[config.mk]
export PLATFORM = sky130hd
export DESIGN_NAME = ring_fifo_batch_drain
export DESIGN_NICKNAME = d
export VERILOG_FILES = /design/src/rtl/rfbd_pkg.sv /design/src/rtl/rfbd_ram.sv /design/src/rtl/rfbd_datapath.sv /design/src/rtl/rfbd_ctrl.sv /design/src/rtl/ring_fifo_batch_drain.sv
export SDC_FILE = /design/constraint.sdc
export NUM_CORES = 2
export LEC_CHECK = 0
export BUFFER_PORTS_ARGS = -buffer_cell sky130_fd_sc_hd__buf_4
export CAP_MARGIN = 20
export CELL_PAD_IN_SITES_DETAIL_PLACEMENT = 1
export CELL_PAD_IN_SITES_GLOBAL_PLACEMENT = 1
export CORE_MARGIN = 2
export CORE_UTILIZATION = 45
export DETAILED_ROUTE_END_ITERATION = 7
export PLACE_DENSITY = 0.64
export SETUP_SLACK_MARGIN = 0.02
export SLEW_MARGIN = 20
export SYNTH_ARGS = -nofsm -noshare
export SYNTH_HDL_FRONTEND = slang
export SYNTH_HIERARCHICAL = 1
export SYNTH_SLANG_ARGS = --single-unit
[constraint.sdc]
create_clock -name clk -period 8.15 [get_ports clk]
set_input_delay 0.4075 -clock clk [delete_from_list [all_inputs] [get_ports clk]]
set_output_delay 0.4075 -clock clk [all_outputs]
set_load 0.005 [all_outputs]
[src/rtl/rfbd_pkg.sv]
`timescale 1ns / 1ps
package rfbd_pkg;

  localparam int PORT_DATA_BITS = 64;
  localparam int LIMIT_BITS     = 6;
  localparam int FILL_BITS      = 6;
  localparam int COUNT_BITS     = 32;
  localparam logic [COUNT_BITS-1:0] COUNT_MAX = '1;

  localparam logic MODE_PUSH  = 1'b0;
  localparam logic MODE_DRAIN = 1'b1;

  typedef enum logic [0:0] {
    ST_IDLE,
    ST_DRAIN
  } state_t;

  typedef struct packed {
    logic push;
    logic load;
    logic pop;
    logic empty_res;
  } cmd_t;

  typedef struct packed {
    logic can_pop;
    logic pop_last;
  } status_t;

  function automatic logic [COUNT_BITS-1:0] sat_inc(input logic [COUNT_BITS-1:0] v);
    sat_inc = (v == COUNT_MAX) ? v : v + COUNT_BITS'(1);
  endfunction

endpackage

[src/rtl/rfbd_ram.sv]
`timescale 1ns / 1ps
module rfbd_ram #(
  parameter int WIDTH = 64,
  parameter int DEPTH = 64
) (
  input  logic                     clk,
  input  logic                     we,
  input  logic [$clog2(DEPTH)-1:0] waddr,
  input  logic [WIDTH-1:0]         wdata,
  input  logic                     re,
  input  logic [$clog2(DEPTH)-1:0] raddr,
  output logic [WIDTH-1:0]         rdata
);

  logic [WIDTH-1:0] mem [DEPTH];

  always_ff @(posedge clk) begin
    if (we) begin
      mem[waddr] <= wdata;
    end
    if (re) begin
      rdata <= mem[raddr];
    end
  end

endmodule

[src/rtl/rfbd_datapath.sv]
`timescale 1ns / 1ps
module rfbd_datapath import rfbd_pkg::*; #(
  parameter int DEPTH     = 64,
  parameter int DATA_BITS = 64
) (
  input  logic                      clk,
  input  logic                      rst,
  input  cmd_t                      cmd,
  output status_t                   st,
  input  logic [PORT_DATA_BITS-1:0] span_data,
  input  logic [LIMIT_BITS-1:0]     drain_limit,
  output logic                      strobe,
  output logic [PORT_DATA_BITS-1:0] out_data,
  output logic                      out_valid,
  output logic                      last,
  output logic                      accepted,
  output logic [FILL_BITS-1:0]      fill_level,
  output logic [COUNT_BITS-1:0]     pushed_count,
  output logic [COUNT_BITS-1:0]     dropped_count,
  output logic [COUNT_BITS-1:0]     drained_count
);

  localparam int IW = $clog2(DEPTH);
  localparam int FW = IW + 1;
  localparam logic [IW-1:0] LAST_IDX = IW'(DEPTH - 1);

  logic [IW-1:0]         wr_idx;
  logic [IW-1:0]         rd_idx;
  logic [IW-1:0]         wr_idx_next;
  logic [IW-1:0]         rd_idx_next;
  logic [LIMIT_BITS-1:0] rem;
  logic [COUNT_BITS-1:0] pushed;
  logic [COUNT_BITS-1:0] dropped;
  logic [COUNT_BITS-1:0] drained;
  logic                  res_stb;
  logic                  res_valid;
  logic                  res_last;
  logic                  res_acc;
  logic                  full;
  logic                  empty;
  logic [FW-1:0]         diff;
  logic [FW-1:0]         fill_w;
  logic [DATA_BITS-1:0]  rdata;

  assign wr_idx_next = (wr_idx == LAST_IDX) ? '0 : wr_idx + IW'(1);
  assign rd_idx_next = (rd_idx == LAST_IDX) ? '0 : rd_idx + IW'(1);
  assign full        = (wr_idx_next == rd_idx);
  assign empty       = (wr_idx == rd_idx);

  assign st.can_pop  = (rem != '0) && !empty;
  assign st.pop_last = (rem == LIMIT_BITS'(1)) || (rd_idx_next == wr_idx);

  assign diff   = {1'b0, wr_idx} - {1'b0, rd_idx};
  assign fill_w = diff[FW-1] ? diff + FW'(DEPTH) : diff;

  rfbd_ram #(
    .WIDTH (DATA_BITS),
    .DEPTH (DEPTH)
  ) u_ram (
    .clk   (clk),
    .we    (cmd.push && !full),
    .waddr (wr_idx),
    .wdata (span_data[DATA_BITS-1:0]),
    .re    (cmd.pop),
    .raddr (rd_idx),
    .rdata (rdata)
  );

  always_ff @(posedge clk) begin
    if (rst) begin
      wr_idx    <= '0;
      rd_idx    <= '0;
      rem       <= '0;
      pushed    <= '0;
      dropped   <= '0;
      drained   <= '0;
      res_stb   <= 1'b0;
      res_valid <= 1'b0;
      res_last  <= 1'b0;
      res_acc   <= 1'b0;
    end else begin
      res_stb <= cmd.push || cmd.pop || cmd.empty_res;
      if (cmd.push) begin
        res_valid <= 1'b0;
        res_last  <= 1'b1;
        res_acc   <= !full;
        if (full) begin
          dropped <= sat_inc(dropped);
        end else begin
          wr_idx <= wr_idx_next;
          pushed <= sat_inc(pushed);
        end
      end
      if (cmd.load) begin
        rem <= drain_limit;
      end
      if (cmd.pop) begin
        res_valid <= 1'b1;
        res_last  <= st.pop_last;
        res_acc   <= 1'b0;
        rd_idx    <= rd_idx_next;
        rem       <= rem - LIMIT_BITS'(1);
        drained   <= sat_inc(drained);
      end
      if (cmd.empty_res) begin
        res_valid <= 1'b0;
        res_last  <= 1'b1;
        res_acc   <= 1'b0;
      end
    end
  end

  assign strobe        = res_stb;
  assign out_valid     = res_valid;
  assign last          = res_last;
  assign accepted      = res_acc;
  assign out_data      = res_valid ? PORT_DATA_BITS'(rdata) : '0;
  assign fill_level    = FILL_BITS'(fill_w);
  assign pushed_count  = pushed;
  assign dropped_count = dropped;
  assign drained_count = drained;

  a_pop_legal: assert property (@(posedge clk) disable iff (rst)
    cmd.pop |-> st.can_pop)
    else $error("pop issued with nothing to hand out");

  a_fill_bound: assert property (@(posedge clk) disable iff (rst)
    fill_w <= FW'(DEPTH - 1))
    else $error("fill level beyond capacity");

  a_drop_hold: assert property (@(posedge clk) disable iff (rst)
    cmd.push && full |=> $stable(wr_idx))
    else $error("write index moved on a dropped push");

  a_drain_count: assert property (@(posedge clk) disable iff (rst)
    cmd.pop |=> (drained == $past(drained) + COUNT_BITS'(1)) || ($past(drained) == COUNT_MAX))
    else $error("drained total did not advance");

  a_valid_stb: assert property (@(posedge clk) disable iff (rst)
    res_valid && res_stb |-> $past(cmd.pop))
    else $error("valid payload without a pop");

endmodule

[src/rtl/rfbd_ctrl.sv]
`timescale 1ns / 1ps
module rfbd_ctrl import rfbd_pkg::*; (
  input  logic    clk,
  input  logic    rst,
  input  logic    start,
  input  logic    mode,
  input  status_t st,
  output cmd_t    cmd,
  output logic    busy
);

  state_t state;
  state_t state_next;

  always_ff @(posedge clk) begin
    if (rst) begin
      state <= ST_IDLE;
    end else begin
      state <= state_next;
    end
  end

  always_comb begin
    state_next = state;
    cmd        = '0;
    busy       = 1'b0;
    case (state)
      ST_IDLE: begin
        if (start) begin
          if (mode == MODE_PUSH) begin
            cmd.push = 1'b1;
          end else begin
            cmd.load   = 1'b1;
            state_next = ST_DRAIN;
          end
        end
      end
      ST_DRAIN: begin
        busy = 1'b1;
        if (st.can_pop) begin
          cmd.pop = 1'b1;
          if (st.pop_last) begin
            state_next = ST_IDLE;
          end
        end else begin
          cmd.empty_res = 1'b1;
          state_next    = ST_IDLE;
        end
      end
      default: begin
        state_next = ST_IDLE;
      end
    endcase
  end

endmodule

[src/rtl/ring_fifo_batch_drain.sv]
`timescale 1ns / 1ps
// Channel   Handshake                Payload
// input     start & !busy            mode, span_data, drain_limit
// result    strobe (one cycle)       out_data, out_valid, last, accepted,
//                                    fill_level, pushed_count, dropped_count, drained_count
//
// A push's result shows on the cycle after start; busy stays low.
// A drain of n > 0 payloads holds busy high while it pops; results follow one per
// cycle from the RAM's registered read port, the first after the drain state's first pop.
// A drain that hands out nothing holds busy one cycle; its result is registered from the drain state.
// Reset is synchronous on rst and clears indices, totals and the controller.
// The receiver cannot stall; every result is taken in the cycle it is shown.
module ring_fifo_batch_drain import rfbd_pkg::*; #(
  parameter int DEPTH     = 64,
  parameter int DATA_BITS = 64
) (
  input  logic                      clk,
  input  logic                      rst,
  input  logic                      start,
  output logic                      busy,
  input  logic                      mode,
  input  logic [PORT_DATA_BITS-1:0] span_data,
  input  logic [LIMIT_BITS-1:0]     drain_limit,
  output logic                      strobe,
  output logic [PORT_DATA_BITS-1:0] out_data,
  output logic                      out_valid,
  output logic                      last,
  output logic                      accepted,
  output logic [FILL_BITS-1:0]      fill_level,
  output logic [COUNT_BITS-1:0]     pushed_count,
  output logic [COUNT_BITS-1:0]     dropped_count,
  output logic [COUNT_BITS-1:0]     drained_count
);

  cmd_t    cmd;
  status_t st;

  rfbd_ctrl u_ctrl (
    .clk   (clk),
    .rst   (rst),
    .start (start),
    .mode  (mode),
    .st    (st),
    .cmd   (cmd),
    .busy  (busy)
  );

  rfbd_datapath #(
    .DEPTH     (DEPTH),
    .DATA_BITS (DATA_BITS)
  ) u_dp (
    .clk           (clk),
    .rst           (rst),
    .cmd           (cmd),
    .st            (st),
    .span_data     (span_data),
    .drain_limit   (drain_limit),
    .strobe        (strobe),
    .out_data      (out_data),
    .out_valid     (out_valid),
    .last          (last),
    .accepted      (accepted),
    .fill_level    (fill_level),
    .pushed_count  (pushed_count),
    .dropped_count (dropped_count),
    .drained_count (drained_count)
  );

endmodule

# == Word level (Yosys, flattened, before mapping) ==
# Memories as Yosys holds them, arrays and structs flattened. A register that Yosys moved wholly into a read port is not among the register bits.
# Cells that the tools add are included.
# classes
muxes,25
n_reduce_logical,17
bitwise_logic,5
addsub,8
n_eq_ne,9
# ops
op,n
"32-bit by 1-bit adder with 32-bit output, second input constant",3
"32-bit equality test, second input constant",3
64-bit two-way mux,1
6-bit two-way mux,5
"6-bit by 1-bit adder with 6-bit output, second input constant",3
6-bit equality test,3
1-bit two-way mux,15
"6-bit equality test, second input constant",2
6-bit by 6-bit subtractor with 7-bit output,1
"6-bit by 1-bit equality test with 1-bit output, second input constant",1
2-bit two-way mux,3
3-bit AND reduction,2
6-bit nonzero test,1
"6-bit by 1-bit subtractor with 6-bit output, second input constant",1
1-bit inverter,5
2-bit AND reduction,2
2-bit nonzero test,2
1-bit logical OR,3
3-bit nonzero test,1
3-bit OR reduction,1
1-bit logical AND,2
1-bit zero test,2
1-bit one-hot mux with 2 select lines,1
2-bit OR reduction,1
# word_totals
register_bits,119
memories,1
ram_bits,4096
input_bits,74
# mem_list
name,words,width,rd,rd_ports_with_merged_regs,write_ports,line,rtl
u_dp.u_ram.mem,64,64,1,1,1,rfbd_ram.sv:15,logic [WIDTH-1:0] mem [DEPTH];

# == Logic depth before layout (Yosys ltp) ==
# depth
ltp_word,7
mapped_depth,14
depth_no_buf,12

# == Hierarchy ==
# The synthesis kept the hierarchy.
# modules_own_cells
module,seq_area_each_um2,area_per_inst_um2,n_inst,cells_each
rfbd_ram,124919.8,156989.3,1,6598
rfbd_datapath,2362.3,6658.9,1,844
rfbd_ctrl,20.0,81.3,1,8

# == Least setup slack after synthesis ==
# Ideal clock, no wire load.
# synth_timing
path_kind,register -> register
start,register u_dp.wr_idx[1]
end,memory u_dp.u_ram.mem[48][0] (enable)
path_stages_with_launch,11
synth_period_minus_slack_ns,7.294
path_slack_ns,0.856
arrival_time_ns,6.730
required_time_ns,7.586
path_cell_list,dfxtp_1 -> ha_1 -> nand3_2 -> or2_1 -> o2111ai_1 -> o41ai_1 -> buf_2 -> buf_2 -> inv_1 -> nand4b_1 -> nor3_1
# synth_between
elab_chain_cells,7
# synth_rtl
item,line,rtl
"start, declared",rfbd_datapath.sv:27,logic [IW-1:0] wr_idx;
"start signal, assigned",rfbd_datapath.sv:90,wr_idx <= wr_idx_next;
6-bit by 1-bit adder with 6-bit output or 6-bit equality test (tied branches),rfbd_datapath.sv:45,assign wr_idx_next = (wr_idx == LAST_IDX) ? '0 : wr_idx + IW'(1);
6-bit two-way mux,rfbd_datapath.sv:45,
6-bit equality test,rfbd_datapath.sv:47,assign full = (wr_idx_next == rd_idx);
1-bit zero test,rfbd_datapath.sv:61,".we (cmd.push && !full),"
1-bit logical AND,rfbd_datapath.sv:61,
1-bit two-way mux,rfbd_ram.sv:18,if (we) begin
1-bit two-way mux (not written as such),rfbd_ram.sv:19,mem[waddr] <= wdata;
"end, declared",rfbd_ram.sv:15,
# Several ways; a longest one is shown, not always the timed one.

# == Worst setup path in the final report ==
# layout_timing
start,register u_dp.wr_idx[1]
end,memory u_dp.u_ram.mem[63][22] (enable)
# Same word-level chain as after synthesis.

==> results_dict.tcl <==
set metrics [dict create \
    synth_nets 7537 \
    start_util 0.452 \
    power_mw 44.6 \
    ir_worst_vdd_mv 0.197 \
    seq_area_frac_synth 0.778 \
    clockRootBuffer "clkbuf_16" \
    syn_to_final_growth_pct 14.2 \
    crit_start "u_dp/wr_idx[1]$_SDFFE_PP0P_" \
    status "finished, final reports clean" \
    io_pins 245 \
    tightest_slew_ns 1.20 \
    cts.htree.levels 5 \
    cts_resized 0 \
    drtPass1Iterations 5 \
    setup_violations 0 \
    layout-drive-gt1-share 0.266 \
    crit_path_end_kind "register" \
    final_common_cell "edfxtp_1" \
    fin_crit_sh 0.777 \
    path_class "reg -> reg" \
    viasPerCell 6.23 \
    fp.dieW_um 607 \
    cp_cell_sequence "ha_1 -> nand3_2 -> or2_1 -> o2111ai_1 -> o41ai_2 -> buf_4 -> inv_1 -> nand4_1 -> nor2_4 -> buf_12" \
    r2r_slack_ns 1.81 \
    fillers 31500 \
    fmax_ghz 0.158 \
    clock_skew_ns 0.0503 \
    start_kind "register" \
    grt_pass1_vias 85400 \
    grt_use_met2 0.398 \
    placedCellCount 12300 \
    rows 221 \
    grt_util_met1 0.365 \
    yosys.area.top_type "edfxtp_1" \
    grt_pass1_wl_um 660000 \
    cp.required_ns 8.75 \
    drt.antenna.violating_nets 0 \
    synth.top_cell.area_share 0.763 \
    multi_input_area_um2 34900 \
    clockBufferDepth 4 \
    maxCapViolCount 0 \
    gr-total-overflow 0 \
    holdWs_ns 0.0386 \
    final_cells 13200 \
    dp_hpwl_um 259000 \
    final_net_count 8072 \
    grt_max_degree 120 \
    synth_edf_count 4160 \
    routed_wl_um 467000 \
    path_clk_slew_ns 0.06 \
    netlist_area_um2 164000 \
    grt.busiest_layer "met2" \
    seq_area_um2 127000 \
    die_y_um 607 \
    port_buffers 244 \
    timing.slew.headroom 0.197 \
    design.core.area_um2 362000 \
    antenna_found_initial 37 \
    arrival_ns 6.94 \
    slew_viol_final 0 \
    cts_tree "built" \
    grtUsageMet3 0.0532 \
    tns_ns 0 \
    numCtsBuffers 437 \
    slowest_delay_ns 1.25 \
    final_cell_mix "edfxtp_1, mux4_2, clkbuf_16" \
    p_leak_nw 56.2 \
    grtUsageTotal 0.254 \
    path_buf_inv 3 \
    reg2reg_from "u_dp/wr_idx[1]$_SDFFE_PP0P_" \
    rsz0062_at_grt "no" \
    insertion_delay_ns 1.00 \
    worst_path_max_delay_cell "nor2_4" \
    dr_total_vias 82100 \
    crit_family "simple AND/OR/NAND/NOR gates" \
    min_period_ns 6.34 \
    dieArea_um2 369000 \
    cts.sinks 4279 \
    synthArstFlopShare 0 \
    syn_area_per_cell_um2 22.0 \
    ys_ff_latch 4279 \
    wl_per_cell_um 35.4 \
    power_density_nw_per_um2 238 \
    synth_flop_cell "edfxtp_1" \
    yosys_warnings 6 \
    worstHoldStart "span_data[32]" \
    place.gp.congestion 0.806 \
    cp_max_fo 45 \
    hold_viol 0 \
    hp-class "in -> reg" \
    synth_cell_types 70 \
    synthCells 7450 \
    drc 0 \
    drt_iter0_drc 9732 \
    synth_area_leaders "edfxtp_1, mux4_2, dfxtp_1, mux2i_1, a22oi_1" \
]
## synth_stat cells, drive strengths merged (4+ instances only)
library cell	count
a31oi	19
or3	41
nor4b	4
nor2b	37
o21ai	15
o221ai	38
clkbuf	176
a21oi	27
inv	45
mux2	4
nor4	14
nand2b	13
o22ai	83
a41oi	27
a211oi	70
nand2	110
mux2i	141
nand3	96
edfxtp	4160
nand4	38
dfxtp	119
nand3b	6
nor3b	7
or2	30
and3	80
nor3	46
a22oi	169
mux4	1024
a2bb2oi	19
and4	11
and2	73
xnor2	56
ha	12
nor2	235
xor2	41
buf	241
a22o	89
or4	7
## path summary, 6_finish.rpt
path / endpoint / cells past startpoint
hold reg to reg: u_dp/dropped_count[25]$_SDFFE_PP0P_ / 2
setup reg to reg: u_dp/u_ram/mem[63][22]$_DFFE_PP_ / 10
setup / recovery: u_dp/u_ram/mem[63][22]$_DFFE_PP_ / 10
hold / removal: u_dp/u_ram/mem[23][32]$_DFFE_PP_ / 1
## logic make-up after synthesis
kind of cell             Yosys count  share of synthesized area
AND/OR/NAND/NOR                  852                     0.0269
flip-flops                      4279                      0.778
multiplexers                    1169                      0.150
XOR/XNOR                          97                    0.00519
AO/OA/AOI/OAI                    577                     0.0265
adder cells (fa/ha/maj)           13                    0.00104
buffers and inverters            463                     0.0131
## worst reg2reg max path: stages, from the launching register on
cell and delay, ns:
dfxtp_1 0.89, ha_1 0.45, nand3_2 0.15, or2_1 0.35, o2111ai_1 0.48, o41ai_2 0.15
buf_4 0.30, inv_1 0.44, nand4_1 0.97, nor2_4 1.26, buf_12 0.44
## stage by stage
stage / worst slack, ns / util / cell area, um2
2_1_floorplan: 0.856 / - / 164000
3_3_place_gp: 2.15 / 0.475 / 172000
3_5_place_dp: 1.96 / 0.476 / 172000
4_1_cts: 1.95 / 0.516 / 187000
5_1_grt: 1.72 / 0.516 / 187000
6_report: 1.81 / 0.516 / 187000
## registers in the layout, indices dropped and copies added, names as in the netlist
| register | cells |
|---|---|
| u_dp/u_ram/mem | 4096 |
| u_dp/rem | 6 |
| u_dp/strobe | 1 |
| u_dp/drained_count | 32 |
| u_dp/wr_idx | 6 |
| u_dp/pushed_count | 32 |
| u_dp/out_valid | 1 |
| u_dp/last | 1 |
| u_ctrl/state | 1 |
| u_dp/rd_idx | 6 |
| u_dp/u_ram/rdata | 64 |
| u_dp/accepted | 1 |
| u_dp/dropped_count | 32 |
## layer usage
layer / vias to the layer above / routed length (um)
li1: 32600 / -
met4: 4 / 12100
met1: 45300 / 196000
met3: 631 / 39300
met5: - / 30
met2: 3520 / 220000
## area by class of cell
| type | count | share of cell area |
|---|---|---|
| inverters | 46 | 0.000923 |
| clock buffers | 527 | 0.0608 |
| clock inverters | 282 | 0.0132 |
| diodes | 21 | 0.000281 |
| repair buffers | 513 | 0.0255 |
| flip-flops and latches | 4279 | 0.681 |
| well taps | 4794 | 0.0321 |
| multi-input cells | 2708 | 0.186 |
## power breakdown
part           switching, mW  internal (mW)  total [mW]
clock                   8.51           11.1        19.6
combinational          0.610          0.206       0.815
sequential            0.0194           24.2        24.2
## timing repair
item,in CTS,in global routing
hold endpoints to repair,1441,0
setup buffers,0,0
hold buffers,59,0
Power figures use the tool's default switching activity.
